==> config.mk <==
export PLATFORM = sky130hd
export DESIGN_NAME = nearest_track_table
export DESIGN_NICKNAME = d
export VERILOG_FILES = /design/src/ntt_pkg.sv /design/src/ntt_cell.sv /design/src/nearest_track_table.sv
export SDC_FILE = /design/constraint.sdc
export NUM_CORES = 2
export LEC_CHECK = 0
export ABC_AREA = 1
export BUFFER_PORTS_ARGS = -buffer_cell sky130_fd_sc_hd__buf_2
export CORE_UTILIZATION = 55
export CTS_CLUSTER_DIAMETER = 150
export CTS_CLUSTER_SIZE = 20
export DETAILED_ROUTE_END_ITERATION = 6
export PLACE_DENSITY_LB_ADDON = 0.05
export SLEW_MARGIN = 20
export SYNTH_ARGS = -nofsm -noshare
export SYNTH_HDL_FRONTEND = slang
export SYNTH_HIERARCHICAL = 1
export SYNTH_SLANG_ARGS = --single-unit
==> constraint.sdc <==
create_clock -name clk -period 7.5 [get_ports clk]
set_clock_uncertainty 0.1 [all_clocks]
set_input_delay 0.75 -clock clk [delete_from_list [all_inputs] [get_ports clk]]
set_output_delay 0.75 -clock clk [all_outputs]
set_load 0.01 [all_outputs]
==> src/ntt_pkg.sv <==
// ----------------------------------------------------------------------------
// ntt_pkg
// Shared constants and types for the nearest track table.
// ----------------------------------------------------------------------------
package ntt_pkg;

  localparam int DEPTH   = 16;
  localparam int IDX_W   = (DEPTH > 1) ? $clog2(DEPTH) : 1;
  localparam int CNT_W   = $clog2(DEPTH + 1);
  localparam int ID_W    = 32;
  localparam int RNG_W   = 16;
  localparam int STAT_W  = 3;
  localparam int SLOT_W  = 4;
  localparam int OCNT_W  = 5;

  localparam logic [STAT_W-1:0] ST_LISTED   = 3'd0;
  localparam logic [STAT_W-1:0] ST_APPENDED = 3'd1;
  localparam logic [STAT_W-1:0] ST_REPLACED = 3'd2;
  localparam logic [STAT_W-1:0] ST_DROPPED  = 3'd3;
  localparam logic [STAT_W-1:0] ST_SWEPT    = 3'd4;

  localparam logic ACT_REPORT = 1'b0;
  localparam logic ACT_SWEEP  = 1'b1;

  // running search result handed from cell to cell
  typedef struct packed {
    logic             found;
    logic [IDX_W-1:0] hit_idx;
    logic [IDX_W-1:0] max_idx;
    logic [RNG_W-1:0] max_rng;
  } acc_t;

  // write command broadcast to every cell
  typedef struct packed {
    logic             we;
    logic             mark_only;
    logic             clr;
    logic [IDX_W-1:0] idx;
    logic [ID_W-1:0]  id;
    logic [RNG_W-1:0] rng;
    logic             mark;
  } wr_t;

endpackage

==> src/ntt_cell.sv <==
// ----------------------------------------------------------------------------
// ntt_cell
// One table slot plus one stage of the lookup chain.
// ----------------------------------------------------------------------------
module ntt_cell (
  input  logic                      clk,
  input  logic                      rst,
  input  logic [ntt_pkg::IDX_W-1:0] idx,
  input  logic [ntt_pkg::CNT_W-1:0] count,
  input  logic [ntt_pkg::ID_W-1:0]  probe_id,
  input  ntt_pkg::wr_t              wr,
  input  ntt_pkg::acc_t             acc_in,
  output ntt_pkg::acc_t             acc_out,
  output logic [ntt_pkg::ID_W-1:0]  ent_id,
  output logic [ntt_pkg::RNG_W-1:0] ent_rng,
  output logic                      ent_mark
);
  import ntt_pkg::*;

  acc_t acc_next;
  logic in_use;

  assign in_use = CNT_W'(idx) < count;

  always_comb begin
    acc_next = acc_in;
    if (in_use && !acc_in.found) begin
      if (ent_id == probe_id) begin
        acc_next.found   = 1'b1;
        acc_next.hit_idx = idx;
      end else if (idx == '0 || ent_rng > acc_in.max_rng) begin
        // first slot seeds the maximum, strict compare keeps lowest slot on ties
        acc_next.max_rng = ent_rng;
        acc_next.max_idx = idx;
      end
    end
  end

  always_ff @(posedge clk) begin
    acc_out <= acc_next;
  end

  always_ff @(posedge clk) begin
    if (wr.we && wr.idx == idx && !wr.mark_only) begin
      ent_id  <= wr.id;
      ent_rng <= wr.rng;
    end
  end

  always_ff @(posedge clk) begin
    if (rst) begin
      ent_mark <= 1'b0;
    end else if (wr.clr) begin
      ent_mark <= 1'b0;
    end else if (wr.we && wr.idx == idx) begin
      ent_mark <= wr.mark;
    end
  end

endmodule

==> src/nearest_track_table.sv <==
// ----------------------------------------------------------------------------
// nearest_track_table
// Table of up to DEPTH tracks that keeps the nearest ones.
// ----------------------------------------------------------------------------
// A report word is looked up by sending a search record down a row of DEPTH
// cells, one cell per cycle, and the result is loaded into the output
// register once the output is free. An end-of-scan word walks the table one
// step a cycle, each step either keeping a slot or filling it with the last
// entry, and its result is loaded once the walk is done and the output is
// free. One word is worked on at a time; the input opens again in the same
// cycle that the result enters the output register, even while that result
// is still stalled.
module nearest_track_table (
  input  logic                         clk,
  input  logic                         rst,
  input  logic                         in_valid,
  output logic                         in_stall,
  input  logic                         action,
  input  logic [ntt_pkg::ID_W-1:0]     track_id,
  input  logic [ntt_pkg::RNG_W-1:0]    range_sixteenths_km,
  output logic                         out_valid,
  input  logic                         out_stall,
  output logic [ntt_pkg::STAT_W-1:0]   status,
  output logic [ntt_pkg::SLOT_W-1:0]   slot,
  output logic [ntt_pkg::OCNT_W-1:0]   entry_count,
  output logic [ntt_pkg::OCNT_W-1:0]   removed_count
);
  import ntt_pkg::*;

  localparam logic [1:0] S_IDLE  = 2'd0;
  localparam logic [1:0] S_SCAN  = 2'd1;
  localparam logic [1:0] S_FIN   = 2'd2;
  localparam logic [1:0] S_SWEEP = 2'd3;

  logic [1:0]       state, state_next;
  logic [IDX_W-1:0] step, step_next;
  logic [CNT_W-1:0] count, count_next;
  logic [CNT_W-1:0] k, k_next;
  logic [CNT_W-1:0] removed, removed_next;
  logic [ID_W-1:0]  probe_id;
  logic [RNG_W-1:0] probe_rng;

  acc_t             acc [DEPTH];
  acc_t             acc_init;
  logic [ID_W-1:0]  ent_id   [DEPTH];
  logic [RNG_W-1:0] ent_rng  [DEPTH];
  logic             ent_mark [DEPTH];
  wr_t              wr;

  logic             out_free;
  logic             load;
  logic [STAT_W-1:0] o_status;
  logic [IDX_W-1:0]  o_slot;
  logic [IDX_W-1:0]  k_idx, last_idx;
  acc_t              res;

  assign in_stall = (state != S_IDLE);
  assign out_free = !out_valid || !out_stall;
  assign acc_init = '0;
  assign res      = acc[DEPTH-1];
  assign k_idx    = k[IDX_W-1:0];
  assign last_idx = IDX_W'(count - CNT_W'(1));

  for (genvar i = 0; i < DEPTH; i++) begin : g_cell
    ntt_cell u_cell (
      .clk      (clk),
      .rst      (rst),
      .idx      (IDX_W'(i)),
      .count    (count),
      .probe_id (probe_id),
      .wr       (wr),
      .acc_in   ((i == 0) ? acc_init : acc[(i == 0) ? 0 : i-1]),
      .acc_out  (acc[i]),
      .ent_id   (ent_id[i]),
      .ent_rng  (ent_rng[i]),
      .ent_mark (ent_mark[i])
    );
  end

  always_comb begin
    state_next   = state;
    step_next    = step;
    count_next   = count;
    k_next       = k;
    removed_next = removed;
    wr           = '0;
    load         = 1'b0;
    o_status     = ST_DROPPED;
    o_slot       = '0;
    unique case (state)
      S_IDLE: begin
        step_next    = '0;
        k_next       = '0;
        removed_next = '0;
        if (in_valid) begin
          state_next = (action == ACT_SWEEP) ? S_SWEEP : S_SCAN;
        end
      end
      S_SCAN: begin
        step_next = step + IDX_W'(1);
        if (step == IDX_W'(DEPTH - 1)) begin
          state_next = S_FIN;
        end
      end
      S_FIN: begin
        if (out_free) begin
          load       = 1'b1;
          state_next = S_IDLE;
          wr.mark    = 1'b1;
          wr.id      = probe_id;
          wr.rng     = probe_rng;
          if (res.found) begin
            wr.we        = 1'b1;
            wr.mark_only = 1'b1;
            wr.idx       = res.hit_idx;
            o_status     = ST_LISTED;
            o_slot       = res.hit_idx;
          end else if (count < CNT_W'(DEPTH)) begin
            wr.we      = 1'b1;
            wr.idx     = count[IDX_W-1:0];
            count_next = count + CNT_W'(1);
            o_status   = ST_APPENDED;
            o_slot     = count[IDX_W-1:0];
          end else if (probe_rng < res.max_rng) begin
            wr.we    = 1'b1;
            wr.idx   = res.max_idx;
            o_status = ST_REPLACED;
            o_slot   = res.max_idx;
          end
        end
      end
      S_SWEEP: begin
        if (k < count) begin
          if (!ent_mark[k_idx]) begin
            // fill the hole with the last entry, mark included
            wr.we        = 1'b1;
            wr.idx       = k_idx;
            wr.id        = ent_id[last_idx];
            wr.rng       = ent_rng[last_idx];
            wr.mark      = ent_mark[last_idx];
            count_next   = count - CNT_W'(1);
            removed_next = removed + CNT_W'(1);
          end else begin
            k_next = k + CNT_W'(1);
          end
        end else if (out_free) begin
          wr.clr     = 1'b1;
          load       = 1'b1;
          o_status   = ST_SWEPT;
          state_next = S_IDLE;
        end
      end
      default: state_next = S_IDLE;
    endcase
  end

  always_ff @(posedge clk) begin
    if (rst) begin
      state     <= S_IDLE;
      count     <= '0;
      out_valid <= 1'b0;
    end else begin
      state <= state_next;
      count <= count_next;
      if (load) begin
        out_valid <= 1'b1;
      end else if (!out_stall) begin
        out_valid <= 1'b0;
      end
    end
  end

  always_ff @(posedge clk) begin
    step    <= step_next;
    k       <= k_next;
    removed <= removed_next;
    if (in_valid && !in_stall) begin
      probe_id  <= track_id;
      probe_rng <= range_sixteenths_km;
    end
    if (load) begin
      status        <= o_status;
      slot          <= SLOT_W'(o_slot);
      entry_count   <= OCNT_W'(count_next);
      removed_count <= (o_status == ST_SWEPT) ? OCNT_W'(removed) : '0;
    end
  end

endmodule

==> flow_metrics.tcl <==
set metrics [dict create \
    grt_pass1_wl_um 321000 \
    syn_area_um2 69800 \
    finalSetupViolations 0 \
    drt-total-wl_um 217000 \
    final.setup.tns_ns 0 \
    synthMuxAreaShare 0 \
    htreeDepth 3 \
    ios 72 \
    worstSetupPathType "reg2reg" \
    final_cell_area_um2 75300 \
    cp_top_family "simple AND/OR/NAND/NOR gates" \
    layout.nets 9709 \
    area_growth_pct 7.85 \
    port_buffers 71 \
    wl_per_cell_um 19.7 \
    seq_power_share 0.441 \
    clk-insertion-delay-late_ns 0.70 \
    finalWeightedCongestion 0.930 \
    worst_slack_ns 2.14 \
    ys_ff_latch 1271 \
    powerDensity_nw_per_um2 287 \
    synth_top_family_by_area "simple AND/OR/NAND/NOR gates" \
    numClockSinks 1271 \
    synth_fa_ha_area_frac 0.0588 \
    slew_headroom 0.198 \
    path_cells "buf_4, inv_2, ha_1, nand2_1, inv_1, o21ai_0, nand3_1, nor2_2, nand3_4, inv_2, nand2_1, nand2_1, xor2_1, nor2_1, nand4_1, nor2_4, buf_4" \
    drtPass1Iterations 6 \
    top_layer "met5" \
    final_antenna_net_count 0 \
    fmax_mhz 187 \
    path_clk_slew_ns 0.09 \
    cts.path.max_buffers 3 \
    die_area_um2 128000 \
    grt_pass1_vias 53100 \
    rr_worst_depth 17 \
    yosys.area.top_type_share 0.364 \
    drcViolationCount 0 \
    cap_violations 0 \
    max_stage_delay_ns 0.83 \
    cp_slowest_cell "nor2_4" \
    core_um2 126000 \
    grt_start_max_net_pins 171 \
    area.sequential_um2 33900 \
    dr.first_iter.drc_count 6484 \
    utilization 0.599 \
    chipWidth_um 358 \
    syn_inst 8999 \
    leakagePower_nw 37.5 \
    power_switching_mw 8.58 \
    worst_slew_pin_slew_ns 1.19 \
    period_share 0.715 \
    outcome "complete, no violations" \
    combPwrFrac 0.360 \
    switching_share 0.397 \
    antenna_found_initial 6 \
    worstPathMaxFanout 39 \
    gr-usage-all-layers 0.333 \
    synthSimpleGateAreaFrac 0.280 \
    final_cell_mix "nand2_1 (3134), inv_1 (1467), edfxtp_1 (847)" \
    cts_tree "built" \
    p_int_mw 13.0 \
    avgSynthCellArea_um2 7.76 \
    wirelength_met1_um 91100 \
    clock_power_share 0.199 \
    critPathBufInv 5 \
    yosysTopAreaCell "edfxtp_1" \
    final_hold_viol_count 0 \
    post-dp-hpwl_um 150000 \
    synth_compound_area_frac 0.0605 \
    ys_seq_area_frac 0.486 \
    avgViaCountPerCell 5.32 \
    yosys_warnings 6 \
    wl_met2_um 97600 \
    rows 130 \
    hold_buffers 0 \
    place_ws_ns 2.21 \
    synth_xor_area_frac 0.0108 \
    rsz0062_at_grt "no" \
    die_h_um 358 \
    arrival_ns 5.63 \
    endpoint_kind "flop" \
    crit_cells 17 \
    drive_above_1_share 0.0421 \
    ir_drop_uv 276 \
    multiInputGateArea_um2 30200 \
    holdPathStages 1 \
    dpl-instance-area_um2 72900 \
    yosys-top-cells-area "edfxtp_1 (36%), nand2_1 (17%), dfxtp_1 (12%), inv_1 (7.9%), ha_1 (5.9%)" \
    route.met3.wl_um 19500 \
    numCtsBuffers 73 \
    crit_path_start_kind "flop" \
    cts_resized 0 \
    layout_commonest_cell "nand2_1" \
    cts_root_buf "clkbuf_16" \
    drv_slew 0 \
    fillCellCount 11500 \
    crit_top_cell "nand2_1" \
    grt_overflow 0 \
    initial_utilization 0.555 \
    ys_types 42 \
    cts_setup_buffers 0 \
    required_ns 7.77 \
    min_path_type "in2reg" \
    totalPowerFinal_mw 21.6 \
    finalCriticalPeriod_ns 5.36 \
    num_vias 58700 \
]
[per-layer routing]
metal | global-route usage | vias to the layer above
li1 | - | 28700
met4 | 0.122 | 4
met5 | 0 | -
met1 | 0.457 | 27200
met2 | 0.528 | 2427
met3 | 0.0598 | 351
[power groups by stage]
stage          clock network (mW)  registers [mW]  logic [mW]
5_1_grt                      4.58            9.65        8.61
6_report                     4.31            9.53        7.77
4_1_cts                      4.36            9.58        7.54
3_3_place_gp                    0            9.72        7.33
2_1_floorplan                   0            9.53        5.17
3_5_place_dp                    0            9.73        7.51
[final cells by class]
| class | count | area share |
|---|---|---|
| Multi-Input combinational cell | 6321 | 0.401 |
| Clock inverter | 3 | 0.000482 |
| Tap cell | 1650 | 0.0274 |
| Inverter | 1480 | 0.0741 |
| Sequential cell | 1271 | 0.451 |
| Antenna cell | 3 | 0.0000997 |
| Timing Repair Buffer | 181 | 0.0189 |
| Clock buffer | 123 | 0.0276 |
[flip-flops by register name (all words and copies together), names as in the netlist, 16 cells and up]
name,flops
g_cell.u_cell/acc_out,400
g_cell.u_cell/ent_id,512
g_cell.u_cell/ent_mark,16
g_cell.u_cell/ent_rng,256
probe_id,32
probe_rng,16
[kinds of logic after synthesis]
family	after synthesis
simple gates	4818
buf+inv	1751
flops	1271
compound gates	745
fa+ha+maj	328
xor+xnor	84
other cells	2
[worst paths after layout]
check	from	to	slack [ns]
worst max register to register	count[4]	g_cell[7].u_cell/ent_id[5]	2.14
worst min register to register	g_cell[9].u_cell/acc_out[17]	g_cell[10].u_cell/acc_out[17]	0.33
worst min-delay path	track_id[23]	probe_id[23]	0.12
worst max-delay path	count[4]	g_cell[7].u_cell/ent_id[5]	2.14
[per-stage QoR]
stage / hold WS, ns / std cells
floorplan: 0.296 / 9343
global placement: 0.303 / 10900
detailed placement: 0.303 / 10900
CTS: 0.0879 / 11000
global route: 0.102 / 11000
finish: 0.122 / 11000
[worst register-to-register path, stage by stage (launching register included)]
cell     delay (ns)
dfxtp_1        0.32
buf_4          0.37
inv_2          0.17
ha_1           0.34
nand2_1        0.07
inv_1          0.05
o21ai_0        0.07
nand3_1        0.18
nor2_2         0.20
nand3_4        0.36
inv_2          0.25
nand2_1        0.07
nand2_1        0.70
xor2_1         0.15
nor2_1         0.15
nand4_1        0.19
nor2_4         0.83
buf_4          0.46
[cell usage after synthesis]
| cell | instances |
|---|---|
| buf_1 | 8 |
| nand2_2 | 33 |
| o2111ai_1 | 16 |
| xor2_1 | 50 |
| o211ai_1 | 6 |
| o21ai_1 | 176 |
| ha_1 | 328 |
| inv_6 | 1 |
| inv_1 | 1468 |
| a211oi_1 | 1 |
| a22o_1 | 46 |
| buf_4 | 10 |
| nor2_2 | 17 |
| a221oi_1 | 47 |
| or2_2 | 17 |
| nor3_1 | 34 |
| xor2_4 | 1 |
| inv_2 | 10 |
| xnor2_1 | 33 |
| o21ai_0 | 109 |
| nand2_1 | 3134 |
| a21o_1 | 17 |
| nand3_2 | 1 |
| a31oi_1 | 1 |
| edfxtp_1 | 847 |
| buf_6 | 51 |
| nand3_1 | 717 |
| nor2_1 | 787 |
| dfxtp_1 | 424 |
| conb_1 | 2 |
| nand4_1 | 59 |
| clkinv_1 | 1 |
| clkbuf_1 | 35 |
| o21bai_1 | 1 |
| a21oi_1 | 319 |
| o221ai_1 | 4 |
| nand3_4 | 2 |
| o21a_1 | 1 |
| nor3_4 | 16 |
| buf_2 | 167 |
| and2_1 | 1 |
| o22ai_1 | 1 |
(Power assumes the default switching activity.)
